$ cat src/design/bbc_pkg.sv
// Shared types and fixed-point constants for the cascaded band-pass biquad.
// No dependencies; imported by the controller, the datapath and the top level.
package bbc_pkg;

	// Fixed-point formats
	localparam int COEF_W     = 32;  // Q2.30 coefficients
	localparam int SIG_W      = 32;  // section signal, Q9.23
	localparam int SIG_FRAC   = 23;
	localparam int DLY_W      = 40;  // delay registers, 31 fraction bits
	localparam int PROD_W     = 64;  // coef * signal, 53 fraction bits
	localparam int PROD_SHIFT = 22;  // product -> delay format
	localparam int RND_W      = PROD_W - PROD_SHIFT;
	localparam int DLY_SHIFT  = 8;   // delay format -> signal format
	localparam int CFG_IDX_W  = 2;

	localparam logic signed [PROD_W-1:0] PROD_HALF = PROD_W'(64'sd1 <<< (PROD_SHIFT - 1));

	// Configuration register indexes
	typedef enum logic [CFG_IDX_W-1:0] {
		REG_A0 = 2'd0,
		REG_B1 = 2'd1,
		REG_B2 = 2'd2
	} cfg_reg_t;

	// Coefficient feeding the shared multiplier
	typedef enum logic [1:0] {
		MSEL_A0 = 2'd0,
		MSEL_B1 = 2'd1,
		MSEL_B2 = 2'd2
	} mul_sel_t;

	// Commands from the controller to the datapath
	typedef struct packed {
		logic     load_in;
		logic     mul_en;
		mul_sel_t mul_sel;
		logic     load_na;
		logic     load_y;
		logic     upd_d1;
		logic     upd_d2;
		logic     load_out;
	} dp_cmd_t;

endpackage

$ cat src/design/bbc_ctrl.sv
// Sequencer for the biquad cascade: steps each section through the shared
// multiplier schedule and owns the input/output handshakes. Uses bbc_pkg.
module bbc_ctrl import bbc_pkg::*; #(
	parameter int STAGES = 4,
	localparam int STG_W = (STAGES > 1) ? $clog2(STAGES) : 1
) (
	input  logic             clk,
	input  logic             arst_n,
	input  logic             in_valid,
	output logic             in_ready,
	output logic             out_valid,
	input  logic             out_ready,
	output dp_cmd_t          cmd,
	output logic [STG_W-1:0] stage
);

	typedef enum logic [8:0] {
		S_IDLE  = 9'b000000001,
		S_MUL_A = 9'b000000010,
		S_RND   = 9'b000000100,
		S_Y     = 9'b000001000,
		S_B1    = 9'b000010000,
		S_B2    = 9'b000100000,
		S_D1    = 9'b001000000,
		S_D2    = 9'b010000000,
		S_OUT   = 9'b100000000
	} state_t;

	localparam logic [STG_W-1:0] LAST_STAGE = STG_W'(STAGES - 1);

	state_t           state_q, state_d;
	logic [STG_W-1:0] stage_q;
	logic             out_valid_q;
	logic             out_free;
	logic             last_stage;

	assign in_ready   = (state_q == S_IDLE);
	assign out_valid  = out_valid_q;
	assign stage      = stage_q;
	assign out_free   = !out_valid_q || out_ready;
	assign last_stage = (stage_q == LAST_STAGE);

	// Next state and datapath commands
	always_comb begin
		state_d = state_q;
		cmd     = '0;
		cmd.mul_sel = MSEL_A0;
		case (state_q)
			S_IDLE: begin
				if (in_valid) begin
					cmd.load_in = 1'b1;
					state_d     = S_MUL_A;
				end
			end
			S_MUL_A: begin
				cmd.mul_en  = 1'b1;
				cmd.mul_sel = MSEL_A0;
				state_d     = S_RND;
			end
			S_RND: begin
				cmd.load_na = 1'b1;
				state_d     = S_Y;
			end
			S_Y: begin
				cmd.load_y = 1'b1;
				state_d    = S_B1;
			end
			S_B1: begin
				cmd.mul_en  = 1'b1;
				cmd.mul_sel = MSEL_B1;
				state_d     = S_B2;
			end
			S_B2: begin
				cmd.mul_en  = 1'b1;
				cmd.mul_sel = MSEL_B2;
				state_d     = S_D1;
			end
			S_D1: begin
				// start the next section's a0 product alongside the delay update
				cmd.upd_d1  = 1'b1;
				cmd.mul_en  = 1'b1;
				cmd.mul_sel = MSEL_A0;
				state_d     = S_D2;
			end
			S_D2: begin
				cmd.upd_d2  = 1'b1;
				cmd.load_na = 1'b1;
				state_d     = last_stage ? S_OUT : S_Y;
			end
			S_OUT: begin
				if (out_free) begin
					cmd.load_out = 1'b1;
					state_d      = S_IDLE;
				end
			end
			default: begin
				state_d = S_IDLE;
			end
		endcase
	end

	// State, section counter and output valid
	always_ff @(posedge clk or negedge arst_n) begin
		if (!arst_n) begin
			state_q     <= S_IDLE;
			stage_q     <= '0;
			out_valid_q <= 1'b0;
		end else begin
			state_q <= state_d;
			if (cmd.load_in) begin
				stage_q <= '0;
			end else if (cmd.upd_d2 && !last_stage) begin
				stage_q <= stage_q + STG_W'(1);
			end
			if (cmd.load_out) begin
				out_valid_q <= 1'b1;
			end else if (out_ready) begin
				out_valid_q <= 1'b0;
			end
		end
	end

endmodule

$ cat src/design/bbc_dp.sv
// Datapath for the biquad cascade: coefficient registers, shared 32x32
// multiplier, rounding, section delays and output register. Uses bbc_pkg.
module bbc_dp import bbc_pkg::*; #(
	parameter int STAGES       = 4,
	parameter int SAMPLE_WIDTH = 24,
	localparam int STG_W = (STAGES > 1) ? $clog2(STAGES) : 1
) (
	input  logic                           clk,
	input  logic                           arst_n,
	input  dp_cmd_t                        cmd,
	input  logic [STG_W-1:0]               stage,
	input  logic                           cfg_we,
	input  logic [CFG_IDX_W-1:0]           cfg_index,
	input  logic [COEF_W-1:0]              cfg_data,
	input  logic signed [SAMPLE_WIDTH-1:0] sample_in,
	input  logic                           block_last,
	output logic signed [SAMPLE_WIDTH-1:0] sample_out,
	output logic                           block_last_out
);

	// Input and output format conversion
	localparam int IN_SHL   = (SAMPLE_WIDTH <= SIG_FRAC + 1) ? SIG_FRAC + 1 - SAMPLE_WIDTH : 0;
	localparam int IN_SHR   = (SAMPLE_WIDTH > SIG_FRAC + 1) ? SAMPLE_WIDTH - SIG_FRAC - 1 : 0;
	localparam int IN_HALF  = (IN_SHR > 0) ? (1 << (IN_SHR - 1)) : 0;
	localparam int OUT_SHL  = (SAMPLE_WIDTH >= SIG_FRAC + 1) ? SAMPLE_WIDTH - SIG_FRAC - 1 : 0;
	localparam int OUT_SHR  = (SAMPLE_WIDTH < SIG_FRAC + 1) ? SIG_FRAC + 1 - SAMPLE_WIDTH : 0;
	localparam int OUT_HALF = (OUT_SHR > 0) ? (1 << (OUT_SHR - 1)) : 0;
	localparam int OQ_W     = SIG_W + 9;
	localparam int YS_W     = RND_W + 2;            // rounded product + delay
	localparam int DD_W     = RND_W + 1;            // delay update difference
	localparam logic signed [OQ_W-1:0] S_MAX =
		OQ_W'((64'sd1 <<< (SAMPLE_WIDTH - 1)) - 64'sd1);
	localparam logic signed [OQ_W-1:0] S_MIN = -S_MAX - OQ_W'(1);
	localparam logic signed [YS_W-1:0] DLY_HALF = YS_W'(1 << (DLY_SHIFT - 1));

	// Clamp a delay update difference to the delay width
	function automatic logic signed [DLY_W-1:0] sat_dly(input logic signed [DD_W-1:0] v);
		logic [DD_W-DLY_W:0] top;
		top = v[DD_W-1:DLY_W-1];
		if (top == '0 || top == '1) begin
			sat_dly = v[DLY_W-1:0];
		end else if (v[DD_W-1]) begin
			sat_dly = {1'b1, {(DLY_W-1){1'b0}}};
		end else begin
			sat_dly = {1'b0, {(DLY_W-1){1'b1}}};
		end
	endfunction

	logic signed [COEF_W-1:0] coef_a0_q, coef_b1_q, coef_b2_q;
	logic signed [COEF_W-1:0] mcoef;
	logic signed [PROD_W-1:0] mul_res, prod_q;
	logic signed [PROD_W-1:0] rnd_sum, nrnd_sum;
	logic signed [RND_W-1:0]  rnd_q, na_q;
	logic signed [SIG_W-1:0]  y_q, y_sat, x_conv;
	logic signed [SIG_W:0]    in_ext, in_sum;
	logic signed [YS_W-1:0]   y_sum;
	logic signed [YS_W-DLY_SHIFT-1:0] y_sh;
	logic signed [DD_W-1:0]   d1_diff, d2_diff;
	logic signed [DLY_W-1:0]  d1_q [STAGES];
	logic signed [DLY_W-1:0]  d2_q [STAGES];
	logic signed [OQ_W-1:0]   yo_ext, yo_sum, yo_conv;
	logic signed [SAMPLE_WIDTH-1:0] out_sat;
	logic                     flag_q;
	logic signed [SAMPLE_WIDTH-1:0] sample_out_q;
	logic                     block_last_out_q;

	// Coefficient registers; writes to unused indexes drop
	always_ff @(posedge clk or negedge arst_n) begin
		if (!arst_n) begin
			coef_a0_q <= '0;
			coef_b1_q <= '0;
			coef_b2_q <= '0;
		end else if (cfg_we) begin
			case (cfg_index)
				REG_A0:  coef_a0_q <= cfg_data;
				REG_B1:  coef_b1_q <= cfg_data;
				REG_B2:  coef_b2_q <= cfg_data;
				default: ;
			endcase
		end
	end

	// Bring the sample to the section format
	always_comb begin
		in_ext = (SIG_W + 1)'(sample_in);
		in_sum = in_ext + (SIG_W + 1)'(IN_HALF);
		if (IN_SHR == 0) begin
			x_conv = SIG_W'(in_ext <<< IN_SHL);
		end else begin
			x_conv = SIG_W'(in_sum >>> IN_SHR);
		end
	end

	// Shared multiplier
	always_comb begin
		case (cmd.mul_sel)
			MSEL_A0: mcoef = coef_a0_q;
			MSEL_B1: mcoef = coef_b1_q;
			MSEL_B2: mcoef = coef_b2_q;
			default: mcoef = coef_a0_q;
		endcase
	end
	assign mul_res = mcoef * y_q;

	// Round the product, and its negation, to the delay format
	assign rnd_sum  = prod_q + PROD_HALF;
	assign nrnd_sum = ~prod_q + PROD_HALF + PROD_W'(1);

	// Section output: rounded a0 product plus first delay, then to signal format
	always_comb begin
		y_sum = YS_W'(rnd_q) + YS_W'(d1_q[stage]) + DLY_HALF;
		y_sh  = y_sum[YS_W-1:DLY_SHIFT];
		if (y_sh[YS_W-DLY_SHIFT-1:SIG_W-1] == '0 || y_sh[YS_W-DLY_SHIFT-1:SIG_W-1] == '1) begin
			y_sat = y_sh[SIG_W-1:0];
		end else if (y_sh[YS_W-DLY_SHIFT-1]) begin
			y_sat = {1'b1, {(SIG_W-1){1'b0}}};
		end else begin
			y_sat = {1'b0, {(SIG_W-1){1'b1}}};
		end
	end

	// Delay updates use the rounded feedback product held in rnd_q
	assign d1_diff = DD_W'(d2_q[stage]) - DD_W'(rnd_q);
	assign d2_diff = DD_W'(na_q) - DD_W'(rnd_q);

	// Arithmetic registers
	always_ff @(posedge clk) begin
		if (cmd.mul_en) begin
			prod_q <= mul_res;
		end
		rnd_q <= rnd_sum[PROD_W-1:PROD_SHIFT];
		if (cmd.load_na) begin
			na_q <= nrnd_sum[PROD_W-1:PROD_SHIFT];
		end
		if (cmd.load_in) begin
			y_q    <= x_conv;
			flag_q <= block_last;
		end else if (cmd.load_y) begin
			y_q <= y_sat;
		end
	end

	// Section delays
	always_ff @(posedge clk or negedge arst_n) begin
		if (!arst_n) begin
			for (int i = 0; i < STAGES; i++) begin
				d1_q[i] <= '0;
				d2_q[i] <= '0;
			end
		end else begin
			if (cmd.upd_d1) begin
				d1_q[stage] <= sat_dly(d1_diff);
			end
			if (cmd.upd_d2) begin
				d2_q[stage] <= sat_dly(d2_diff);
			end
		end
	end

	// Last section output to sample format, saturated
	always_comb begin
		yo_ext = OQ_W'(y_q);
		yo_sum = yo_ext + OQ_W'(OUT_HALF);
		if (OUT_SHR == 0) begin
			yo_conv = yo_ext <<< OUT_SHL;
		end else begin
			yo_conv = yo_sum >>> OUT_SHR;
		end
		if (yo_conv > S_MAX) begin
			out_sat = S_MAX[SAMPLE_WIDTH-1:0];
		end else if (yo_conv < S_MIN) begin
			out_sat = S_MIN[SAMPLE_WIDTH-1:0];
		end else begin
			out_sat = yo_conv[SAMPLE_WIDTH-1:0];
		end
	end

	// Output register; holds while the beat is stalled
	always_ff @(posedge clk) begin
		if (cmd.load_out) begin
			sample_out_q     <= out_sat;
			block_last_out_q <= flag_q;
		end
	end

	assign sample_out     = sample_out_q;
	assign block_last_out = block_last_out_q;

endmodule

$ cat src/design/biquad_bandpass_cascade.sv
// out_valid rises once a taken beat has run through all sections into the output register.
// One sample is processed at a time; each section needs three products
// through the single 32x32 multiplier plus rounding, output and delay-update steps.
// The result waits in an output register, so the next beat is taken while it stalls.
// Reset (arst_n low, asynchronous) clears coefficients, all section delays and control.
module biquad_bandpass_cascade import bbc_pkg::*; #(
	parameter int STAGES       = 4,
	parameter int SAMPLE_WIDTH = 24
) (
	input  logic                           clk,
	input  logic                           arst_n,
	input  logic                           in_valid,
	output logic                           in_ready,
	input  logic signed [SAMPLE_WIDTH-1:0] sample_in,
	input  logic                           block_last,
	output logic                           out_valid,
	input  logic                           out_ready,
	output logic signed [SAMPLE_WIDTH-1:0] sample_out,
	output logic                           block_last_out,
	input  logic                           cfg_we,
	input  logic [CFG_IDX_W-1:0]           cfg_index,
	input  logic [COEF_W-1:0]              cfg_data
);

	localparam int STG_W = (STAGES > 1) ? $clog2(STAGES) : 1;

	dp_cmd_t          cmd;
	logic [STG_W-1:0] stage;

	bbc_ctrl #(
		.STAGES(STAGES)
	) u_ctrl (
		.clk      (clk),
		.arst_n   (arst_n),
		.in_valid (in_valid),
		.in_ready (in_ready),
		.out_valid(out_valid),
		.out_ready(out_ready),
		.cmd      (cmd),
		.stage    (stage)
	);

	bbc_dp #(
		.STAGES      (STAGES),
		.SAMPLE_WIDTH(SAMPLE_WIDTH)
	) u_dp (
		.clk           (clk),
		.arst_n        (arst_n),
		.cmd           (cmd),
		.stage         (stage),
		.cfg_we        (cfg_we),
		.cfg_index     (cfg_index),
		.cfg_data      (cfg_data),
		.sample_in     (sample_in),
		.block_last    (block_last),
		.sample_out    (sample_out),
		.block_last_out(block_last_out)
	);

endmodule

$ cat config.mk
export PLATFORM = sky130hd
export DESIGN_NAME = biquad_bandpass_cascade
export DESIGN_NICKNAME = d
export VERILOG_FILES = /design/src/design/bbc_pkg.sv /design/src/design/bbc_ctrl.sv /design/src/design/bbc_dp.sv /design/src/design/biquad_bandpass_cascade.sv
export SDC_FILE = /design/constraint.sdc
export NUM_CORES = 2
export LEC_CHECK = 0
export BUFFER_PORTS_ARGS = -buffer_cell sky130_fd_sc_hd__buf_2
export CAP_MARGIN = 20
export CORE_ASPECT_RATIO = 0.75
export CORE_MARGIN = 3
export CORE_UTILIZATION = 36
export DETAILED_ROUTE_END_ITERATION = 7
export GPL_TIMING_DRIVEN = 1
export PLACE_DENSITY = 0.49
export SLEW_MARGIN = 20
export SYNTH_ARGS = -nofsm -noshare
export SYNTH_HDL_FRONTEND = slang
export SYNTH_SLANG_ARGS = --single-unit
$ cat constraint.sdc
create_clock -name clk -period 11.94 [get_ports clk]
set_input_delay 2.388 -clock clk [delete_from_list [all_inputs] [get_ports clk]]
set_output_delay 2.388 -clock clk [all_outputs]
set_load 0.01 [all_outputs]
==> implementation parameters <==
Parameter                              Value

Run status
  Run status    complete, no violations

Synthesis
  Number of enable flip-flop cells after synthesis    164
  Fraction of synthesized area in multiplexers    0.04577
  Main flop type after synthesis    dfrtp_1
  Net count after synthesis    8613
  Area share of the largest cell type after synthesis    0.3088
  Post-synthesis compound-gate area fraction    0.09576
  Largest area contributor in the netlist    fa_1
  Post-Syn Area    70280 µm²
  Combinational family with the most area after synthesis    adder cells
  Register bit count reported by yosys    634
  Number of warnings printed during yosys synthesis    0
  Per-instance average area after synthesis    9.835 µm²
  Simple-gate portion of the synthesized area    0.1478
  Fraction of registers with async set/reset    0.6751
  Post-synthesis adder-cell area fraction    0.3656
  Leading post-synthesis cells by cell area    fa_1 31%, dfrtp_1 15%, edfxtp_1 7.0%
  Cells after Synth    7146
  Parity-gate share of the synthesized area counting xor and xnor cells    0.03240
  Cell variety after synth    96
  Sequential share of the synthesized area    0.2344

Hold path
  Hold path startpoint    u_dp.flag_q$_DFFE_PP_
  Class of the tightest hold or removal check    flip-flop to flip-flop

Clock network
  Clock tree sinks    634
  Number of H-tree levels    3
  Cell at the root of the clock tree    clkbuf_16
  Clock tree from TritonCTS    built
  CTS Buffer Depth    3
  Clock transition at the registers of the reported paths    0.06 ns
  Insertion delay to the later sink of the worst-skew pair    0.73 ns
  Inserted Clock Buffers    75

Worst setup path
  R2R Path Start    u_ctrl.state_q[4]$_DFFE_PN0P_
  Critical path origin    u_ctrl.state_q[4]$_DFFE_PN0P_
  Type of element launching the critical path    flip-flop
  Register-to-register setup slack    0.42 ns
  Data required, critical path    12.36 ns
  Slowest CP cell    fa_1
  Type of the setup path with the least slack    flip-flop to flip-flop
  Dominant delay contributor by cell family on the critical path    adder cells
  Number of buffers and inverters on the critical path    7
  Crit. End Element    flip-flop
  Data arrival time of the worst path    11.94 ns
  Largest incremental delay on the critical path    0.57 ns
  Most frequent CP cell    fa_1
  Worst-path maximum fanout    16

Global route
  Aggregate global-route resource usage    0.2275
  Wire length of the first global-routing pass    346800 µm
  Pin count of the biggest net entering global routing    73
  Vias in the first global route    54071
  Gr ovfl total    0
  Number of antenna violations at the first check in global routing    18

Detailed routing
  Total length of routed met3 wires    13610 µm
  Drt wl/cell    23.16 µm
  Drt initial violations    4439
  Total routed wire length on the met1 layer    109100 µm
  Final routed wirelength across all metal layers    223900 µm
  Uppermost routed layer    met5
  Post-detailed-route DRC marker count    0
  Number of antenna-violating nets in the routed design    0
  Number of detailed-routing iterations run before antenna repair    5
  Via-per-instance ratio    5.300
  DR vias    51237
  Met2 wire len    96670 µm

Layout
  Total number of nets in the final design    8534
  Synthesis-to-finish area growth    8.891%
  Number of filler instances in the final layout    19058
  Fraction of layout instances using a drive strength above 1    0.09035
  Fin cells    9668

STA
  Setup Viol. Count Final    0
  Transition time at the pin with the least slew margin    1.126 ns
  Headroom to the max-slew limit    0.2298
  RSZ-0062 raised after global routing    false
  Setup TNS after final layout    0 ns
  Max-slew violations    0
  Final clock period utilization by the worst path    0.9645
  Maximum clock rate    0.08684 GHz
  Skew final    0.06570 ns
  Final worst path period need    11.52 ns
  Hold Violations, Final    0

Place
  RD Place Congestion    0.8876
  # placed instances    9525
  Buffers added on ports    90
  Detailed-placement wirelength estimate    173700 µm

Floorplan
  Die height    388.7 µm
  Initial core utilization    0.3647
  Horizontal die dimension    516.2 µm
  Total number of placement rows    139
  Count of pins on the block boundary    91
  Die outline area    200600 µm²
  Placeable core area    192700 µm²

Job
  # Max-Cap Violations    0
-- worst paths after layout --
path | end | cells after the start
max | u_dp.prod_q[62]$_DFFE_PN_ | 36
min | u_dp.block_last_out$_DFFE_PP_ | 0
max reg2reg | u_dp.prod_q[62]$_DFFE_PN_ | 36
min reg2reg | u_dp.block_last_out$_DFFE_PP_ | 0
max in group asynchronous | u_dp.d2_q[3]$_DFFE_PN0P_ | 3
min in group asynchronous | u_dp.coef_a0_q[31]$_DFFE_PN0P_ | 1
-- Yosys cell counts (45+ instances only) --
| master | n |
|---|---|
| fa_1 | 1084 |
| inv_1 | 1060 |
| nand2_1 | 779 |
| and2_1 | 530 |
| nor2_1 | 442 |
| a21oi_1 | 434 |
| dfrtp_1 | 427 |
| clkbuf_1 | 342 |
| ha_1 | 319 |
| xnor2_1 | 180 |
| edfxtp_1 | 164 |
| o21ai_0 | 150 |
| mux2_2 | 121 |
| a21o_1 | 112 |
| xor2_1 | 80 |
| mux4_2 | 79 |
| nand3_1 | 69 |
| nor3_1 | 61 |
| o21a_1 | 45 |
-- what timing repair did --
action                     in CTS  in global routing
hold buffers                    0                  0
setup buffers                   0                  1
resized for setup               0                 16
hold endpoints to repair        0                  0
setup endpoints to repair       0                  6
-- registers in the layout, summed over array words and instances, names as in the netlist --
signal / count
u_ctrl.out_valid: 1
u_dp.coef_b1_q: 32
u_dp.block_last_out: 1
u_ctrl.state_q: 9
u_dp.flag_q: 1
u_dp.d1_q: 160
u_dp.sample_out: 24
u_dp.na_q: 42
u_dp.coef_a0_q: 32
u_dp.y_q: 32
u_dp.rnd_q: 42
u_dp.d2_q: 160
u_ctrl.stage: 2
u_dp.coef_b2_q: 32
u_dp.prod_q: 64
-- stage by stage --
stage	worst slack, ns	instance area (µm²)	hold slack, ns	util
after detailed placement	0.3970	73700	0.4071	0.3825
after global routing	0.005980	76530	0.4558	0.3971
after CTS	0.3168	76340	0.4224	0.3962
after floorplan	1.782	70280	0.4003	-
final	0.4241	76530	0.4207	0.3972
after global placement	0.5485	73670	0.4074	0.3823
-- cell usage in the layout, fill, tap and decap left out, types with 61 or more instances in the layout --
| cell | count |
|---|---|
| fa_1 | 1084 |
| inv_1 | 1059 |
| nand2_1 | 778 |
| and2_1 | 533 |
| nor2_1 | 438 |
| a21oi_1 | 433 |
| dfrtp_1 | 425 |
| ha_1 | 318 |
| xnor2_1 | 180 |
| edfxtp_1 | 164 |
| buf_4 | 126 |
| mux2_2 | 121 |
| o21ai_0 | 117 |
| a21o_1 | 112 |
| buf_2 | 89 |
| xor2_1 | 80 |
| mux4_2 | 79 |
| clkbuf_16 | 76 |
| nand3_1 | 69 |
| nor3_1 | 61 |
-- logic make-up after synthesis --
| logic type | Yosys count |
|---|---|
| fa+ha+maj | 1403 |
| compound gates | 1051 |
| flops | 634 |
| buf+inv | 1439 |
| xor+xnor | 260 |
| simple gates | 2152 |
| mux | 207 |
-- layout make-up --
cell class              instances  area (µm²)  share of cell area
multi-input cells            5073       48700              0.6363
well taps                    2538        3176             0.04149
flip-flops and latches        634       16480              0.2154
clock buffers                 105        2201             0.02876
repair buffers                223        1548             0.02022
inverters                    1060        3979             0.05199
diodes                          2       5.005          0.00006540
clock inverters                33       441.7            0.005771
-- metal layers --
| layer | track usage | vias to the layer above |
|---|---|---|
| li1 | - | 22732 |
| met1 | 0.3478 | 26795 |
| met2 | 0.3396 | 1497 |
| met3 | 0.03539 | 209 |
| met4 | 0.04561 | 4 |
| met5 | 0 | - |
Power is not shown: default switching activity piles up to over one toggle a cycle in this logic, so the estimate is an artifact.
